`config.mk`:
```
export PLATFORM = sky130hd
export DESIGN_NAME = fltw_ctrl
export DESIGN_NICKNAME = d
export VERILOG_FILES = /design/src/hw/rtl/fltw_pkg.sv /design/src/hw/rtl/fltw_ctrl.sv
export SDC_FILE = /design/constraint.sdc
export NUM_CORES = 1
export LEC_CHECK = 0
export ABC_CLOCK_PERIOD_IN_PS = 3500
export BUFFER_PORTS_ARGS = -buffer_cell sky130_fd_sc_hd__buf_2
export CORE_AREA = 8 8 45 47
export CTS_CLUSTER_SIZE = 12
export DETAILED_ROUTE_END_ITERATION = 6
export DIE_AREA = 0 0 53 55
export GPL_TIMING_DRIVEN = 0
export PLACE_DENSITY = 0.69
export SLEW_MARGIN = 20
export SYNTH_ARGS = -nofsm -noshare
export SYNTH_HDL_FRONTEND = slang
export SYNTH_SLANG_ARGS = --single-unit
```
`constraint.sdc`:
```
create_clock -name clk -period 3.5 [get_ports clk]
set_clock_uncertainty 0.05 [all_clocks]
set_input_delay 0.175 -clock clk [delete_from_list [all_inputs] [get_ports clk]]
set_output_delay 0.175 -clock clk [all_outputs]
set_load 0.1 [all_outputs]
```
`src/hw/rtl/fltw_pkg.sv`:
```
// ----------------------------------------------------------------------------
// fltw_pkg
// Shared types and constants for the four-level page table walker.
// ----------------------------------------------------------------------------
package fltw_pkg;

	localparam int TablePagesDef  = 64;
	localparam int EntriesPerTbl  = 512;
	localparam int FrameBitsDef   = 40;
	localparam int IdxBits        = 9;
	localparam int PageShift      = 12;
	localparam int VaBits         = 48;
	localparam int PaBits         = 52;
	localparam int EntBits        = 45;

	localparam logic [2:0] OP_MAP   = 3'd0;
	localparam logic [2:0] OP_XLATE = 3'd1;
	localparam logic [2:0] OP_SET   = 3'd2;
	localparam logic [2:0] OP_GET   = 3'd3;
	localparam logic [2:0] OP_OR    = 3'd4;
	localparam logic [2:0] OP_CLR   = 3'd5;

	localparam logic [1:0] ST_OK        = 2'd0;
	localparam logic [1:0] ST_UNALIGNED = 2'd1;
	localparam logic [1:0] ST_UNMAPPED  = 2'd2;
	localparam logic [1:0] ST_NOPAGES   = 2'd3;

	// datapath commands from controller
	typedef struct packed {
		logic       load;      // capture request
		logic       rd;        // read entry at page_q, level index
		logic [1:0] lvl;       // level for index select
		logic       wr_dir;    // write new directory entry for alloc page
		logic       wr_leaf;   // write leaf per opcode
		logic       wr_clr;    // clear one entry of alloc page
		logic       alloc;     // take next free page
		logic       adv;       // follow read entry to next page
		logic       adv_new;   // follow freshly allocated page
		logic       rslt;      // build result from entry (ok or unaligned)
		logic       fail;      // build error result
		logic [1:0] fail_st;
	} fltw_cmd_t;

	// datapath status to controller
	typedef struct packed {
		logic [2:0] op;
		logic       present;   // read entry present
		logic       in_range;  // read entry frame < table pages
		logic       pages_ok;  // allocator not exhausted
		logic       clr_last;  // clear sweep at final entry
	} fltw_sts_t;

endpackage

```
`src/hw/rtl/fltw_ctrl.sv`:
```
// ----------------------------------------------------------------------------
// fltw_ctrl
// Sequencer for walks, allocation sweeps, and table store clearing.
// ----------------------------------------------------------------------------
module fltw_ctrl (
	input  logic                 clk,
	input  logic                 arst_n,
	input  logic                 in_valid,
	output logic                 in_ready,
	output logic                 out_valid,
	input  logic                 out_ready,
	input  fltw_pkg::fltw_sts_t  sts,
	output fltw_pkg::fltw_cmd_t  cmd
);
	typedef enum logic [3:0] {
		S_INIT, S_IDLE, S_RD, S_WAIT, S_EVAL, S_CLR, S_LEAF, S_DONE
	} state_t;

	state_t     state_q;
	logic [1:0] lvl_q;

	assign in_ready  = (state_q == S_IDLE);
	assign out_valid = (state_q == S_DONE);

	always_comb begin
		cmd = '0;
		cmd.lvl = lvl_q;
		case (state_q)
			S_INIT: cmd.wr_clr = 1'b1;
			S_IDLE: cmd.load = in_valid;
			S_RD:   cmd.rd = 1'b1;
			S_EVAL: begin
				if (lvl_q == 2'd3) begin
					if (!sts.present && sts.op != fltw_pkg::OP_MAP) begin
						cmd.fail = 1'b1;
						cmd.fail_st = fltw_pkg::ST_UNMAPPED;
					end else begin
						cmd.wr_leaf = 1'b1;
						cmd.rslt = 1'b1;
					end
				end else if (sts.op == fltw_pkg::OP_MAP) begin
					if (sts.present) cmd.adv = 1'b1;
					else if (!sts.pages_ok) begin
						cmd.fail = 1'b1;
						cmd.fail_st = fltw_pkg::ST_NOPAGES;
					end else begin
						cmd.alloc = 1'b1;
						cmd.wr_dir = 1'b1;
					end
				end else if (sts.present && sts.in_range) cmd.adv = 1'b1;
				else begin
					cmd.fail = 1'b1;
					cmd.fail_st = fltw_pkg::ST_UNMAPPED;
				end
			end
			S_CLR: begin
				cmd.wr_clr = 1'b1;
				cmd.adv_new = sts.clr_last;
			end
			default: ;
		endcase
	end

	always_ff @(posedge clk or negedge arst_n) begin
		if (!arst_n) begin
			state_q <= S_INIT;
			lvl_q   <= '0;
		end else begin
			case (state_q)
				S_INIT: if (sts.clr_last) begin
					state_q <= S_IDLE;
				end
				S_IDLE: if (in_valid) begin
					lvl_q <= '0;
					state_q <= (sts.op > fltw_pkg::OP_CLR) ? S_DONE : S_RD;
				end
				S_RD:   state_q <= S_WAIT;
				S_WAIT: state_q <= S_EVAL;
				S_EVAL: begin
					if (cmd.fail || cmd.rslt) state_q <= S_DONE;
					else if (cmd.alloc) state_q <= S_CLR;
					else begin
						lvl_q <= lvl_q + 2'd1;
						state_q <= S_RD;
					end
				end
				S_CLR: if (sts.clr_last) begin
					lvl_q <= lvl_q + 2'd1;
					state_q <= S_RD;
				end
				S_DONE: if (out_ready) state_q <= S_IDLE;
				default: state_q <= S_IDLE;
			endcase
		end
	end
endmodule

```
# Word level (Yosys, flattened, before mapping)
# Cells that the tools add are included.
op_classes:
  n_addsub: 1
  multipliers: 0
  div_mod_pow: 0
  order_cmp: 1
  n_eq_ne: 13
  n_shift: 0
  muxes: 36
  bitwise_logic: 0
  reduce_logical: 11
op_table:
  columns: ["operator", "count"]
  rows:
  - ["4-bit one-hot mux with 7 select lines", 1]
  - ["3-bit 2-to-1 mux", 9]
  - ["4-bit 2-to-1 mux", 5]
  - ["2-bit 2-to-1 mux", 7]
  - ["1-bit 2-to-1 mux", 13]
  - ["4-bit by 3-bit equality test with 1-bit output, second input constant", 3]
  - ["2-bit != test, second input constant", 5]
  - ["4-bit by 2-bit equality test with 1-bit output, second input constant", 2]
  - ["2-bit one-hot mux with 3 select lines", 1]
  - ["3-bit nonzero test", 2]
  - ["5-bit AND reduction", 1]
  - ["4-bit by 1-bit equality test with 1-bit output, second input constant", 1]
  - ["4-bit zero test", 1]
  - ["4-bit AND reduction", 1]
  - ["3-bit greater-than comparator, second input constant", 1]
  - ["3-bit zero test", 1]
  - ["2-bit by 1-bit adder with 2-bit output, second input constant", 1]
  - ["2-bit equality test, second input constant", 1]
  - ["1-bit logical AND", 2]
  - ["2-bit by 1-bit != test with 1-bit output, second input constant", 1]
  - ["2-bit OR reduction", 1]
  - ["1-bit zero test", 1]
  - ["1-bit logical OR", 1]
totals:
  register_bits: 6
  latch_bits: 0
  ram_bits: 0
  rom_bits: 0
  in_bits: 11
  word_cells: 64
  mem_count: 0

# Depth between registers and ports, before layout
# Gate-level depths: netlist of run 1.
depth:
  depth_word: 8
  depth_mapped: 6
  ltp_nobuf: 5

# Least setup slack after synthesis of run 1
# Ideal clock, no wire load.
synth_path:
  path_type: "register to output"
  start: "register lvl_q[0]"
  end: "output cmd[5] in the netlist's numbering"
  arrival_time_ns: 4.338
  path_slack_ns: -1.063
  stages_incl_launch_ff: 3
  path_buffers: 0
  cell_sequence: "dfrtp_1 > ha_1 > nor4b_1"
synth_lines:
  columns: ["element", "line", "source"]
  rows:
  - ["start, declared", "fltw_ctrl.sv:20", "logic [1:0] lvl_q;"]
  - ["start signal, assigned", "fltw_ctrl.sv:83", "lvl_q <= lvl_q + 2'd1;"]
  - ["start signal, assigned", "fltw_ctrl.sv:88", "lvl_q <= lvl_q + 2'd1;"]
  - ["end, declared", "fltw_ctrl.sv:13", "output fltw_pkg::fltw_cmd_t cmd"]

==> results of run 1 <==
## stage by stage
stage | instance area, um2 | utilization, %
floorplan | 524 | -
global placement | 674 | 48.7
detailed placement | 674 | 48.7
CTS | 712 | 51.4
global route | 712 | 51.4
finish | 712 | 51.4
## placed cells by master (no fill, tap or decap), drive strengths merged, types with 2 or more instances in the layout
cell type | Yosys | final
o21ai | 4 | 4
clkbuf | 3 | 6
a31oi | 2 | 2
o22ai | 2 | 2
and3b | 2 | 2
nor3 | 5 | 5
buf | 4 | 30
a21oi | 4 | 4
mux2 | 2 | 2
nor2 | 4 | 4
inv | 3 | 3
nor2b | 2 | 2
nor4b | 2 | 2
or2 | 3 | 3
dfrtp | 5 | 5
nand2 | 4 | 4
## final cells by class
cell class              instances  area share, %
inverters                       3           1.58
flip-flops and latches          5           17.6
clock inverters                 1          0.703
plain buffers                   7           6.50
clock buffers                   3           3.16
multi-input cells              47           48.0
repair buffers                 27           19.7
well taps                      16           2.81
## power groups by stage
stage,Sequential [mW],Combinational [mW],Clock (mW)
floorplan,0.148,0.443,0
global placement,0.0997,0.574,0
detailed placement,0.100,0.578,0
CTS,0.0995,0.580,0.0705
global route,0.104,0.618,0.0778
finish,0.0995,0.579,0.0677
## per-layer routing
layer	GRT usage, %	routed length [um]	vias up
li1	-	-	285
met1	11.7	605	254
met2	18.0	674	21
met3	4.28	115	2
met4	4.31	5	0
met5	0	0	-
## registers in the layout (all words and copies together) (netlist names)
signal and cells:
state_q 3, lvl_q 2
## cell usage after synthesis
cell	number	share of area [%]
o21ai_0	3	2.9
inv_1	3	2.2
nor4b_1	2	3.4
a211oi_2	1	2.5
or3b_4	1	2.2
a21oi_1	4	3.9
and3_1	1	1.2
and2_1	1	1.2
buf_4	3	4.4
clkbuf_1	2	1.5
ha_1	1	2.5
mux2_1	2	4.4
clkbuf_2	1	0.98
and4b_1	1	2.0
o21ai_1	1	0.98
dfrtp_1	5	25
a31oi_1	2	2.5
and3b_1	2	3.4
buf_6	1	2.2
nor3_1	4	3.9
a21o_1	1	1.5
nor3b_1	1	1.5
or2_2	3	3.7
nor2_1	4	2.9
nand2_1	4	2.9
nor2b_1	2	2.5
nor3_2	1	2.0
a311oi_4	1	5.1
o22ai_1	2	2.5
o22a_1	1	1.7
nand3_1	1	0.98
## kinds of logic after synthesis
| kind of cell | count (synthesis) | synth area share [%] |
|---|---|---|
| and+or+nand+nor | 28 | 33.8 |
| AOI/OAI and AO/OA | 16 | 23.5 |
| buffers and inverters | 10 | 11.3 |
| DFF | 5 | 24.5 |
| muxes | 2 | 4.41 |
| adders and majority gates | 1 | 2.45 |
## critical path, delay by kind of cell (launching register included)
kind / cells / cell delay, ps
AND/OR/NAND/NOR: 3 / 990
flip-flops: 1 / 360
buffers and inverters: 3 / 700
## final timing paths
check | cells after the start | startpoint | endpoint
setup / recovery | 6 | state_q[0]$_DFFE_PN0P_ | cmd[9]
hold / removal | 4 | out_ready | state_q[1]$_DFFE_PN0P_
setup reg to reg | 5 | state_q[0]$_DFFE_PN0P_ | lvl_q[0]$_DFFE_PN0P_
hold reg to reg | 1 | lvl_q[1]$_DFFE_PN0P_ | lvl_q[1]$_DFFE_PN0P_
max in group asynchronous | 2 | arst_n | lvl_q[0]$_DFFE_PN0P_
min in group asynchronous | 2 | arst_n | state_q[0]$_DFFE_PN0P_
==> results.sh, run 1 <==
export IMPL_grt_max_degree=11
export IMPL_worstSetupPathType="register to output port"
export IMPL_slowest_delay_ps=440
export IMPL_placed_cells=104
export IMPL_start_kind="register"
export IMPL_crit_path_cell_trace="clkbuf_2 > or3b_4 > nor4b_1 > and2_1 > buf_4 > buf_2"
export IMPL_io_pins=27
export IMPL_path_clk_slew_ps=50
export IMPL_clock_sinks=5
export IMPL_power_switching_mw=0.485
export IMPL_syn_to_final_growth_pct=39.5
export IMPL_drc=0
export IMPL_die_w_um=53
export IMPL_finalMaxSlewViolations=0
export IMPL_cts_buffer_depth=2
export IMPL_post_drt_wl_per_cell_um=12.8
export IMPL_power_leakage_nw=0.375
export IMPL_worstMarginPinSlew_ps=493
export IMPL_die_y_um=55
export IMPL_period_needed_ps=2510
export IMPL_rows=14
export IMPL_p_int_mw=0.261
export IMPL_peakVddDrop_mv=0.459
export IMPL_max_freq_mhz=398
export IMPL_synth_area_um2=510
export IMPL_power_frac_seq_pct=13.3
export IMPL_syn_nets=74
export IMPL_diodes=0
export IMPL_p_total_mw=0.746
export IMPL_p_clk_share_pct=9.1
export IMPL_cp_required_ps=3270
export IMPL_post_cts_setup_buffer_count=0
export IMPL_multiInputGateArea_um2=342
export IMPL_powerDensity_mw_per_mm2=1050
export IMPL_start_util_pct=36.9
export IMPL_first_pass_iters=4
export IMPL_cts_resized=0
export IMPL_nNetsFinal=106
export IMPL_routabilityCongestion=0.736
export IMPL_via_count=562
export IMPL_preCtsSetupSlack_ps=1260
export IMPL_insertion_delay_ps=240
export IMPL_status="finished clean"
export IMPL_grt_pass1_wl_um=2390
export IMPL_fin_setup_tns_ps=0
export IMPL_setup_viol=0
export IMPL_hold_viol_final=0
export IMPL_io_buffers=26
export IMPL_cts_root_buffer="clkbuf_4"
export IMPL_htree_num_levels=1
export IMPL_instances_no_fill=109
export IMPL_maxCapViolCount=0
export IMPL_drive_gt1_share_pct=48.4
export IMPL_critPathMaxFanout=9
export IMPL_end_kind="output port"
export IMPL_rsz0062_at_grt="no"
export IMPL_nFillCells=139
export IMPL_overflow=0
export IMPL_cts_buffers=3
export IMPL_syn_inst=62
export IMPL_track_usage_pct=10.6
export IMPL_p_comb_share_pct=77.6
export IMPL_holdWs_ps=203
export IMPL_drt_initial_drc_count=8
export IMPL_ys_warnings_count=0
export IMPL_switching_share_pct=65.0
export IMPL_final_seq_area_um2=125
export IMPL_synth_seq_cells=5
export IMPL_ys_seq_area_share_pct=24.5
export IMPL_final_antenna_net_count=0
export IMPL_rrSetupSlack_ps=1680
export IMPL_avgSynthCellArea_um2=8.23
export IMPL_fin_crit_sh_pct=71.8
export IMPL_wl_um=1400
export IMPL_hp_class="input port to register"
export IMPL_relSlewSlack_pct=67.3
export IMPL_cts_tree="built"
export IMPL_antenna_found_initial=0
export IMPL_hpwl_um=1130
export IMPL_crit_slowest_cell="or3b_4"
export IMPL_synth_cell_types=31
export IMPL_routed_via_density=5.16
export IMPL_fp_dieArea_mm2=0.00292
export IMPL_postCtsHoldBufs=1
export IMPL_cp_arrival_ps=2290
export IMPL_fp_coreArea_mm2=0.00138
export IMPL_fin_ws_ps=985
export IMPL_grt_pass1_vias=593
Power figures use the tool's default switching activity.
==> inputs of run 2 (changes only) <==
- ABC_CLOCK_PERIOD_IN_PS: 3500 -> 2100
- CORE_AREA: 8 8 45 47 -> unset
- CORE_MARGIN: unset -> 8
- CORE_UTILIZATION: unset -> 38
- DIE_AREA: 0 0 53 55 -> unset
- PLACE_DENSITY: 0.69 -> 0.71
- clock period: 3.5 -> 2.1 ns (I/O delays scaled with it)
==> run 2 against run 1 <==
First-iteration DRC count increased by 75%. Via count increased by 2.0%. Die area decreased by 4.9%. Largest power group unchanged. Sequential power increased by 100%. Worst setup slack got worse by 920 ps. Sequential share of layout area decreased by 2.5 points. Hold slack got worse by 50 ps. Clock power increased by 60%. Cell area increased by 25%.
==> results.sh, run 2 (synthesis gave the netlist of run 1 again) <==
export IMPL_grt_pass1_wl_um=2210
export IMPL_drc=0
export IMPL_cts_root_buffer="clkbuf_4"
export IMPL_hp_class="input port to async pin"
export IMPL_fp_coreArea_mm2=0.00128
export IMPL_crit_path_cell_trace="buf_6 > or3b_4 > buf_4 > nor4b_4 > buf_4"
export IMPL_nFillCells=121
export IMPL_cts_buffer_depth=2
export IMPL_routabilityCongestion=0.869
export IMPL_hold_viol_final=0
export IMPL_instances_no_fill=110
export IMPL_first_pass_iters=4
export IMPL_die_w_um=52.7
export IMPL_top_regs="state_q x3, lvl_q x2"
export IMPL_critPathMaxFanout=9
export IMPL_cts_buffers=3
export IMPL_crit_slowest_cell="or3b_4"
export IMPL_p_clk_share_pct=8.1
export IMPL_finalMaxSlewViolations=0
export IMPL_path_delay_family="simple AND/OR/NAND/NOR gates"
export IMPL_period_needed_ps=2040
export IMPL_io_pins=27
export IMPL_overflow=0
export IMPL_die_y_um=52.7
export IMPL_io_buffers=26
export IMPL_preCtsSetupSlack_ps=-111
export IMPL_max_freq_mhz=491
export IMPL_rows=13
export IMPL_path_common_cell="buf_4"
export IMPL_switching_share_pct=62.9
export IMPL_fin_ws_ps=62.9
export IMPL_final_antenna_net_count=0
export IMPL_largest_reg_flops=3
export IMPL_cts_tree="built"
export IMPL_layout_common_cells="18 x buf_2, 7 x buf_4, 4 x buf_6, 4 x nand2_1, 4 x buf_12"
export IMPL_grt_pass1_vias=503
export IMPL_rsz0062_at_grt="no"
export IMPL_diodes=0
export IMPL_path_clk_slew_ps=40
export IMPL_end_kind="output port"
export IMPL_insertion_delay_ps=240
export IMPL_fin_crit_sh_pct=97.0
export IMPL_relSlewSlack_pct=67.6
export IMPL_placed_cells=103
export IMPL_antenna_found_initial=0
export IMPL_power_frac_seq_pct=15.0
export IMPL_slowest_delay_ps=420
export IMPL_dpl_cell_area_um2=768
export IMPL_routed_via_density=5.21
export IMPL_drt_initial_drc_count=14
export IMPL_clock_sinks=5
export IMPL_fin_area_um2=891
export IMPL_p_comb_share_pct=76.9
export IMPL_fp_dieArea_mm2=0.00277
export IMPL_start_util_pct=39.7
export IMPL_via_count=573
export IMPL_track_usage_pct=10.4
export IMPL_final_seq_area_um2=134
export IMPL_nNetsFinal=108
export IMPL_hpwl_um=1160
export IMPL_layout_commonest_cell="buf_2"
export IMPL_path_buf_inv=3
export IMPL_powerDensity_mw_per_mm2=1500
export IMPL_peakVddDrop_mv=0.837
export IMPL_syn_to_final_growth_pct=74.5
export IMPL_drive_gt1_share_pct=61.1
export IMPL_worstMarginPinSlew_ps=490
export IMPL_cp_arrival_ps=1880
export IMPL_regMostFlops="state_q"
export IMPL_worstSetupPathType="register to output port"
export IMPL_status="finished clean"
export IMPL_setup_viol=0
export IMPL_cp_required_ps=1950
export IMPL_multiInputGateArea_um2=415
export IMPL_start_kind="register"
export IMPL_power_leakage_nw=0.407
export IMPL_maxCapViolCount=0
export IMPL_grt_max_degree=11
export IMPL_post_drt_wl_per_cell_um=13.4
export IMPL_power_switching_mw=0.838
export IMPL_wl_um=1480
export IMPL_htree_num_levels=1
export IMPL_fin_setup_tns_ps=0
export IMPL_p_int_mw=0.494
[run 2: worst paths after layout]
path,startpoint,to,slack (ps),depth (start not counted)
worst max-delay path,state_q[1]$_DFFE_PN0P_,cmd[5],60,5
worst min-delay path,arst_n,lvl_q[0]$_DFFE_PN0P_,150,2
worst max register to register,state_q[1]$_DFFE_PN0P_,lvl_q[1]$_DFFE_PN0P_,200,6
worst min register to register,lvl_q[1]$_DFFE_PN0P_,lvl_q[1]$_DFFE_PN0P_,530,1
max in group asynchronous,arst_n,lvl_q[1]$_DFFE_PN0P_,1710,2
min in group clk,sts[0],state_q[0]$_DFFE_PN0P_,170,3
[run 2: per-stage QoR]
step                      total power [mW]  hold slack (ps)  utilization (%)
after floorplan                       1.05             -241                -
after global placement                1.19             -130             59.8
after detailed placement              1.19             -129             59.8
after CTS                             1.32              144             67.2
after global routing                  1.41              174             69.3
final                                 1.33              154             69.3
[run 2: worst reg2reg max path: stages (launching register included)]
cell	delay, ps
dfrtp_1	370
buf_6	140
or3b_4	420
buf_4	160
a311oi_4	230
a211oi_2	80
mux2_1	330
[run 2: layout make-up]
type / count / share of cell area (%)
clock buffer: 4 / 2.95
inverter: 3 / 1.26
multi-input combinational: 47 / 46.6
timing repair buffer: 30 / 24.2
buffer: 6 / 7.87
sequential: 5 / 15.0
tap: 15 / 2.11
[run 2: repair_timing]
| action | 4_1_cts | 5_1_grt |
|---|---|---|
| pin swaps | 0 | 2 |
| hold buffers | 1 | 0 |
| endpoints found under the hold margin | 5 | 0 |
| resized for setup | 16 | 3 |
| buffers inserted | 0 | 3 |
| endpoints found under the setup margin | 8 | 5 |
[run 2: per-layer routing]
layer,GRT usage (%),share of wire [%]
met5,0,0
met4,6.47,1.3
met3,1.70,5.6
met2,18.0,55
met1,11.3,38
[run 2: power by group through the flow]
| stage | logic, mW | registers, mW | clock network, mW |
|---|---|---|---|
| global placement | 1.01 | 0.180 | 0 |
| floorplan | 0.785 | 0.263 | 0 |
| finish | 1.02 | 0.200 | 0.108 |
| detailed placement | 1.01 | 0.182 | 0 |
| global route | 1.09 | 0.208 | 0.118 |
| CTS | 1.03 | 0.180 | 0.115 |
